[src/rtl/core/tcw_pkg.sv]
// ---------------------------------------------------------------------------
// tcw_pkg
// Shared types and constants of the text console writer.
// ---------------------------------------------------------------------------
`default_nettype none

package tcw_pkg;

  localparam int COLUMNS    = 80;
  localparam int ROWS_COUNT = 25;
  localparam int CELL_TOTAL = COLUMNS * ROWS_COUNT;

  localparam int ADDR_W = $clog2(CELL_TOTAL);
  localparam int COL_W  = (COLUMNS > 1) ? $clog2(COLUMNS) : 1;
  localparam int ROW_W  = (ROWS_COUNT > 1) ? $clog2(ROWS_COUNT) : 1;

  // fixed field widths
  localparam int CURSOR_W = 11;
  localparam int CFG_IDX_W = 1;
  localparam int CFG_W = 8;

  localparam logic [7:0] NEWLINE_CODE = 8'd10;

  localparam logic [1:0] MODE_PUT   = 2'd0;
  localparam logic [1:0] MODE_CLEAR = 2'd1;
  localparam logic [1:0] MODE_READ  = 2'd2;

  localparam logic [CFG_IDX_W-1:0] CFG_FILL_COLOR  = 1'd0;
  localparam logic [CFG_IDX_W-1:0] CFG_FILL_SYMBOL = 1'd1;

  localparam logic [7:0] FILL_COLOR_RST  = 8'd15;
  localparam logic [7:0] FILL_SYMBOL_RST = 8'd32;

  // first cell of the bottom row
  localparam logic [ADDR_W-1:0] SCROLL_BASE = ADDR_W'(CELL_TOTAL - COLUMNS);
  localparam logic [ADDR_W-1:0] COPY_LAST   = ADDR_W'(CELL_TOTAL - COLUMNS - 1);
  localparam logic [ADDR_W-1:0] CELL_LAST   = ADDR_W'(CELL_TOTAL - 1);

  typedef struct packed {
    logic [1:0] mode;
    logic [7:0] symbol;
    logic [7:0] color;
    logic       use_position;
    logic [6:0] col;
    logic [4:0] row;
  } cmd_t;

  typedef struct packed {
    logic [CURSOR_W-1:0] cursor_pos;
    logic [7:0]          cell_symbol;
    logic [7:0]          cell_color;
    logic                scrolled;
  } res_t;

  typedef struct packed {
    logic [7:0] color;
    logic [7:0] symbol;
  } cell_t;

  typedef struct packed {
    logic              wr_en;
    logic [ADDR_W-1:0] wr_addr;
    cell_t             wr_data;
    logic              rd_en;
    logic [ADDR_W-1:0] rd_addr;
  } ram_req_t;

  typedef enum logic [1:0] {
    ST_IDLE,
    ST_EXEC,
    ST_COPY,
    ST_FILL
  } state_t;

endpackage

`default_nettype wire

[src/rtl/core/tcw_ctrl.sv]
// ---------------------------------------------------------------------------
// tcw_ctrl
// Command sequencer: cursor, fill registers, put/read/clear and the
// scroll copy sweep over the cell store.
// ---------------------------------------------------------------------------
`default_nettype none

module tcw_ctrl (
  input  logic                                clk,
  input  logic                                rst,
  input  logic                                start,
  output logic                                busy,
  input  tcw_pkg::cmd_t                       cmd,
  output logic                                done,
  output tcw_pkg::res_t                       result,
  input  logic                                cfg_we,
  input  logic [tcw_pkg::CFG_IDX_W-1:0]       cfg_index,
  input  logic [tcw_pkg::CFG_W-1:0]           cfg_data,
  output tcw_pkg::ram_req_t                   ram_req,
  input  tcw_pkg::cell_t                      ram_rd_data
);

  tcw_pkg::state_t state, state_next;

  logic [tcw_pkg::ADDR_W-1:0] cnt;
  logic [tcw_pkg::ADDR_W-1:0] cursor;
  logic [tcw_pkg::COL_W-1:0]  cur_col;
  logic [tcw_pkg::ROW_W-1:0]  cur_row;
  logic [7:0]                 fill_color;
  logic [7:0]                 fill_symbol;

  // latched item
  logic [1:0]                 it_mode;
  logic [7:0]                 it_symbol;
  logic [7:0]                 it_color;
  logic                       it_pos_ok;
  logic [tcw_pkg::ADDR_W-1:0] it_pos_off;
  logic [tcw_pkg::COL_W-1:0]  it_col;
  logic [tcw_pkg::ROW_W-1:0]  it_row;

  logic                       scrolled;
  logic                       rd_flag;
  logic                       cp_pend;
  logic [tcw_pkg::ADDR_W-1:0] cp_addr;

  logic                       accept;
  logic                       pos_ok;
  logic [tcw_pkg::COL_W-1:0]  e_col;
  logic [tcw_pkg::ROW_W-1:0]  e_row;
  logic [tcw_pkg::ADDR_W-1:0] off;
  logic                       is_nl;
  logic [tcw_pkg::COL_W:0]    col_inc;
  logic [tcw_pkg::ROW_W:0]    row_inc;
  logic                       wrap;
  logic                       need_scroll;
  logic [tcw_pkg::ADDR_W-1:0] lin_next;

  assign busy   = (state != tcw_pkg::ST_IDLE);
  assign accept = start && !busy;

  assign pos_ok = cmd.use_position && (int'(cmd.col) < tcw_pkg::COLUMNS)
                  && (int'(cmd.row) < tcw_pkg::ROWS_COUNT);

  // effective target of the latched item
  assign e_col   = it_pos_ok ? it_col : cur_col;
  assign e_row   = it_pos_ok ? it_row : cur_row;
  assign off     = it_pos_ok ? it_pos_off : cursor;
  assign is_nl   = (it_symbol == tcw_pkg::NEWLINE_CODE);
  assign col_inc = {1'b0, e_col} + (tcw_pkg::COL_W+1)'(1);
  assign row_inc = {1'b0, e_row} + (tcw_pkg::ROW_W+1)'(1);
  assign wrap    = is_nl || (col_inc == (tcw_pkg::COL_W+1)'(tcw_pkg::COLUMNS));
  assign need_scroll = wrap && (row_inc == (tcw_pkg::ROW_W+1)'(tcw_pkg::ROWS_COUNT));
  // newline lands on the first cell of the next row
  assign lin_next = is_nl
      ? (off - tcw_pkg::ADDR_W'(e_col) + tcw_pkg::ADDR_W'(tcw_pkg::COLUMNS))
      : (off + tcw_pkg::ADDR_W'(1));

  // next state
  always_comb begin
    state_next = state;
    case (state)
      tcw_pkg::ST_IDLE: begin
        if (accept) state_next = tcw_pkg::ST_EXEC;
      end
      tcw_pkg::ST_EXEC: begin
        if (it_mode == tcw_pkg::MODE_PUT && need_scroll) begin
          state_next = tcw_pkg::ST_COPY;
        end else if (it_mode == tcw_pkg::MODE_CLEAR) begin
          state_next = tcw_pkg::ST_FILL;
        end else begin
          state_next = tcw_pkg::ST_IDLE;
        end
      end
      tcw_pkg::ST_COPY: begin
        if (cnt == tcw_pkg::COPY_LAST) state_next = tcw_pkg::ST_FILL;
      end
      tcw_pkg::ST_FILL: begin
        if (!cp_pend && cnt == tcw_pkg::CELL_LAST) state_next = tcw_pkg::ST_IDLE;
      end
      default: state_next = tcw_pkg::ST_IDLE;
    endcase
  end

  // memory port drive
  always_comb begin
    ram_req = '0;
    case (state)
      tcw_pkg::ST_EXEC: begin
        ram_req.wr_en   = (it_mode == tcw_pkg::MODE_PUT) && !is_nl;
        ram_req.wr_addr = off;
        ram_req.wr_data = '{color: it_color, symbol: it_symbol};
        ram_req.rd_en   = (it_mode == tcw_pkg::MODE_READ);
        ram_req.rd_addr = off;
      end
      tcw_pkg::ST_COPY: begin
        ram_req.rd_en   = 1'b1;
        ram_req.rd_addr = cnt + tcw_pkg::ADDR_W'(tcw_pkg::COLUMNS);
        ram_req.wr_en   = cp_pend;
        ram_req.wr_addr = cp_addr;
        ram_req.wr_data = ram_rd_data;
      end
      tcw_pkg::ST_FILL: begin
        // drain the last copied cell before blanking
        ram_req.wr_en   = 1'b1;
        ram_req.wr_addr = cp_pend ? cp_addr : cnt;
        ram_req.wr_data = cp_pend ? ram_rd_data
                                  : tcw_pkg::cell_t'{color: fill_color,
                                                     symbol: fill_symbol};
      end
      default: ram_req = '0;
    endcase
  end

  always_ff @(posedge clk) begin
    if (rst) begin
      state       <= tcw_pkg::ST_IDLE;
      cursor      <= '0;
      cur_col     <= '0;
      cur_row     <= '0;
      fill_color  <= tcw_pkg::FILL_COLOR_RST;
      fill_symbol <= tcw_pkg::FILL_SYMBOL_RST;
      done        <= 1'b0;
      scrolled    <= 1'b0;
      rd_flag     <= 1'b0;
      cp_pend     <= 1'b0;
      cnt         <= '0;
    end else begin
      state <= state_next;
      done  <= 1'b0;

      if (cfg_we) begin
        case (cfg_index)
          tcw_pkg::CFG_FILL_COLOR:  fill_color  <= cfg_data;
          tcw_pkg::CFG_FILL_SYMBOL: fill_symbol <= cfg_data;
          default: ;
        endcase
      end

      case (state)
        tcw_pkg::ST_EXEC: begin
          cnt      <= '0;
          cp_pend  <= 1'b0;
          scrolled <= 1'b0;
          rd_flag  <= (it_mode == tcw_pkg::MODE_READ);
          if (it_mode == tcw_pkg::MODE_PUT) begin
            if (need_scroll) begin
              cursor  <= tcw_pkg::SCROLL_BASE;
              cur_col <= '0;
              cur_row <= tcw_pkg::ROW_W'(tcw_pkg::ROWS_COUNT - 1);
            end else begin
              cursor  <= lin_next;
              cur_col <= wrap ? '0 : col_inc[tcw_pkg::COL_W-1:0];
              cur_row <= wrap ? row_inc[tcw_pkg::ROW_W-1:0] : e_row;
              done    <= 1'b1;
            end
          end else if (it_mode == tcw_pkg::MODE_CLEAR) begin
            cursor  <= '0;
            cur_col <= '0;
            cur_row <= '0;
          end else begin
            done <= 1'b1;
          end
        end
        tcw_pkg::ST_COPY: begin
          cp_pend <= 1'b1;
          cp_addr <= cnt;
          cnt     <= (cnt == tcw_pkg::COPY_LAST) ? tcw_pkg::SCROLL_BASE
                                                 : cnt + tcw_pkg::ADDR_W'(1);
        end
        tcw_pkg::ST_FILL: begin
          if (cp_pend) begin
            cp_pend <= 1'b0;
          end else if (cnt == tcw_pkg::CELL_LAST) begin
            done     <= 1'b1;
            scrolled <= (it_mode == tcw_pkg::MODE_PUT);
            rd_flag  <= 1'b0;
          end else begin
            cnt <= cnt + tcw_pkg::ADDR_W'(1);
          end
        end
        default: ;
      endcase
    end
  end

  // item latch; offset product taken on the way in
  always_ff @(posedge clk) begin
    if (accept) begin
      it_mode    <= cmd.mode;
      it_symbol  <= cmd.symbol;
      it_color   <= cmd.color;
      it_pos_ok  <= pos_ok;
      it_col     <= tcw_pkg::COL_W'(cmd.col);
      it_row     <= tcw_pkg::ROW_W'(cmd.row);
      it_pos_off <= tcw_pkg::ADDR_W'(int'(cmd.row) * tcw_pkg::COLUMNS + int'(cmd.col));
    end
  end

  assign result.cursor_pos  = tcw_pkg::CURSOR_W'(cursor);
  assign result.cell_symbol = rd_flag ? ram_rd_data.symbol : 8'd0;
  assign result.cell_color  = rd_flag ? ram_rd_data.color : 8'd0;
  assign result.scrolled    = scrolled;

endmodule

`default_nettype wire

[config.mk]
export PLATFORM = sky130hd
export DESIGN_NAME = tcw_ctrl
export DESIGN_NICKNAME = d
export VERILOG_FILES = /design/src/rtl/core/tcw_pkg.sv /design/src/rtl/core/tcw_ctrl.sv
export SDC_FILE = /design/constraint.sdc
export NUM_CORES = 1
export LEC_CHECK = 0
export BUFFER_PORTS_ARGS = -buffer_cell sky130_fd_sc_hd__buf_4
export CORE_ASPECT_RATIO = 1.5
export CORE_MARGIN = 1
export CORE_UTILIZATION = 60
export DETAILED_ROUTE_END_ITERATION = 8
export PLACE_DENSITY = 0.86
export SYNTH_ARGS = -nofsm -noshare
export SYNTH_HDL_FRONTEND = slang
export SYNTH_SLANG_ARGS = --single-unit
[constraint.sdc]
create_clock -name clk -period 9.9 [get_ports clk]
set_input_delay 1.98 -clock clk [delete_from_list [all_inputs] [get_ports clk]]
set_output_delay 1.98 -clock clk [all_outputs]
set_load 0.01 [all_outputs]
==> impl_metrics.csv <==
group,metric,value,unit
clock_network,clk_pin_slew,0.07,ns
floorplan,start_util,61.83,%
timing,max_slew_margin,12.26,%
drt,routed_via_density,6.247,
cells_and_area,multi_input_area,0.003596,mm^2
synthesis,synth_area_per_cell,8.982,um^2
clock_network,cts-root-buf,"clkbuf_16",
power_and_ir_drop,power.leakage,3.105,nW
cells_and_area,final_cells,977,
setup_path,arrival,2.92,ns
timing,fin_crit,4.898,ns
floorplan,die_h,129.9,um
synthesis,syn_area,0.006548,mm^2
grt,track_usage,32.39,%
synthesis,synth_nets,831,
place,place_inst,961,
timing,rsz0062_at_grt,"no",
drt,first_pass_iters,9,
synthesis,synth-edff-count,49,
grt,grt_pass1_vias,6102,
place,dpl.hpwl,13250,um
worst_hold_path,min_path_type,"flop to flop",
synthesis,syn_inst,729,
clock_network,cts_made_buffers,9,
timing,skew,0.008291,ns
synthesis,synthXorXnorAreaFrac,5.217,%
drt,drt_wl_total,17910,um
clock_network,cts_max_level,3,
synthesis,synth-simple-area-share,19.15,%
clock_network,cts_resized,0,
timing,tightest_slew,1.316,ns
setup_path,crit_required,7.92,ns
place,place_congestion,0.9003,
grt,grt_max_degree,45,
outcome,status,"finished clean",
synthesis,synth_adder_area_share,8.370,%
floorplan,rows,46,
synthesis,ys_ff_latch,105,
drt,drt_iter0_drc,504,
timing,final_max_slew_viol_count,0,
clock_network,clock_sinks,105,
setup_path,endpoint_kind,"output port",
cells_and_area,fill_cells,806,
cells_and_area,final_util,73.61,%
grt,grt.overflow.total,0,
floorplan,die_x,87.30,um
synthesis,synth_top_area_share,22.47,%
cells_and_area,syn_to_final_growth,19.05,%
timing,tns,0,ns
clock_network,insertion_delay,0.36,ns
clock_network,cts_tree,"done",
timing,final_hold_viol_count,0,
synthesis,yosys.area.top_type,"edfxtp_1",
timing,report.final.setup_viol,0,
synthesis,synth.area.top_cells,"edfxtp_1, dfxtp_1, ha_1, nand2_1, xnor2_1",
floorplan,fp.coreArea,0.01059,mm^2
power_and_ir_drop,finalPower,1.143,mW
drt,wl_per_cell,18.33,um
synthesis,synth_compound_area_share,18.36,%
drt,drc,0,
grt,grt_pass1_wl,28450,um
synthesis,ys.flop_type,"dfxtp_1",
cells_and_area,fin_nets,930,
synthesis,synth_top_family_by_area,"simple AND/OR/NAND/NOR gates",
run,maxCapViolCount,0,
clock_network,cts_setup_buffers,0,
timing,fmax,0.2042,GHz
timing,post-route-period-util,49.48,%
synthesis,muxShareOfSynthArea,3.765,%
setup_path,critPathKind,"flop to output port",
synthesis,yosysSeqAreaShare,39.59,%
cells_and_area,n_antenna_cell,0,
floorplan,ios,130,
setup_path,start_kind,"flop",
floorplan,die_area,0.01134,mm^2
place,place.port_buffers,129,
cells_and_area,regArea,0.002592,mm^2
drt,vias,6103,
synthesis,yosysUniqueCellTypes,63,
power_and_ir_drop,vdd_drop_max,93.61,uV
setup_path,crit_fanout,27,
power_and_ir_drop,power_density,146.7,mW/mm^2
drt,ant_nets,0,
synthesis,synthArstFlopShare,0,%
cells_and_area,drive_gt1_share,19.57,%
clock_network,cts_hold_buf,0,
synthesis,yosysWarnings,0,
clock_network,max-clock-path-buffers,2,
grt,antenna_found_initial,0,
layout by cell type, fill, tap and decap left out, types with 5 or more instances in the layout:
cell,netlist,final
or3_1,9,9
a22oi_1,16,16
a222oi_1,18,18
o21ai_0,29,29
and2_1,18,17
nor2_1,50,50
buf_4,2,131
xnor2_1,30,30
nor2b_1,11,10
clkbuf_16,0,9
a21oi_1,51,51
ha_1,39,39
nand2_1,86,86
nand4_1,7,7
a31oi_1,8,8
dfxtp_1,56,56
mux2i_1,15,15
nand3_1,30,30
a21boi_0,14,14
nor3_1,14,14
edfxtp_1,49,49
a21o_1,5,5
nand2b_1,12,12
xor2_1,9,9
inv_1,39,39
through the flow:
stage,worst slack [ns],cell area [um^2],hold slack (ns)
final,5.002,7795,0.4701
after global routing,4.904,7795,0.4825
after CTS,5.114,7795,0.4715
after detailed placement,5.180,7511,0.4620
after global placement,5.280,7511,0.4472
after floorplan,5.554,6548,0.4064
metal layers:
metal,up-vias,track usage (%),share of wire (%)
met2,299,59.24,54
li1,2824,-,-
met5,-,0,0
met4,0,19.19,4.2
met3,65,6.135,6.1
met1,2915,33.99,35
worst max-delay path, cell delays in order, from the launching register on:
cell and delay [ns]:
dfxtp_1 0.35, inv_1 0.15, ha_1 0.65, a21o_1 0.78, a222oi_1 0.23, nor2_1 0.22, buf_4 0.16
cell usage after synthesis, types with 4 or more instances:
cell       count
nor2_1        50
nand4_1        7
mux2i_1       15
nand2_1       86
a21oi_1       51
a31oi_1        8
and2_1        18
inv_1         39
o21ai_0       29
xor2_1         9
nand2b_1      12
and3_1         4
o2111ai_1      4
clkbuf_1      34
edfxtp_1      49
a21o_1         5
nor3_1        14
dfxtp_1       56
a32o_1         4
a21boi_0      14
nand3b_1       4
mux2_2         4
ha_1          39
or3_1          9
xnor2_1       30
nor2b_1       11
a211oi_1       4
nand3_1       30
a22oi_1       16
a222oi_1      18
sequential cells by signal, indices dropped and copies added (netlist names), 2 cells and up, named ones only:
name	count
fill_color	8
it_pos_off	11
cursor	11
it_row	5
cnt	11
cp_addr	11
it_col	3
fill_symbol	8
it_color	8
it_mode	2
it_symbol	8
cur_row	5
cur_col	7
path summary, 6_finish.rpt:
check	from	endpoint	slack, ns	cells past startpoint
max	state[0]$_SDFFE_PP0P_	ram_req[16]	5.00	6
min	fill_color[6]$_SDFFE_PP0P_	fill_color[6]$_SDFFE_PP0P_	0.47	2
max reg2reg	it_pos_ok$_DFFE_PP_	cursor[10]$_SDFFE_PP0P_	6.51	11
min reg2reg	fill_color[6]$_SDFFE_PP0P_	fill_color[6]$_SDFFE_PP0P_	0.47	2
power breakdown:
group	total (mW)	leakage, nW	switching (mW)	internal, mW
Clock	0.346	0.143	0.161	0.185
Sequential	0.506	0.916	0.0208	0.485
Combinational	0.291	2.05	0.168	0.123
cell families (layout without fill, tap and decap cells):
group,Yosys count,after routing
AO/OA/AOI/OAI,178,178
flip-flops,105,105
multiplexers,22,22
buffers and inverters,85,189
XOR/XNOR,39,39
adder cells (fa/ha/maj),42,42
AND/OR/NAND/NOR,258,258
cell type report:
cell class	count	area share [%]
Clock inverter	4	0.3531
Tap cell	144	2.311
Timing Repair Buffer	131	12.62
Multi-Input combinational cell	539	46.13
Sequential cell	105	33.26
Clock buffer	12	3.291
Inverter	42	2.039
No activity file was read; power rests on OpenSTA's default activity.
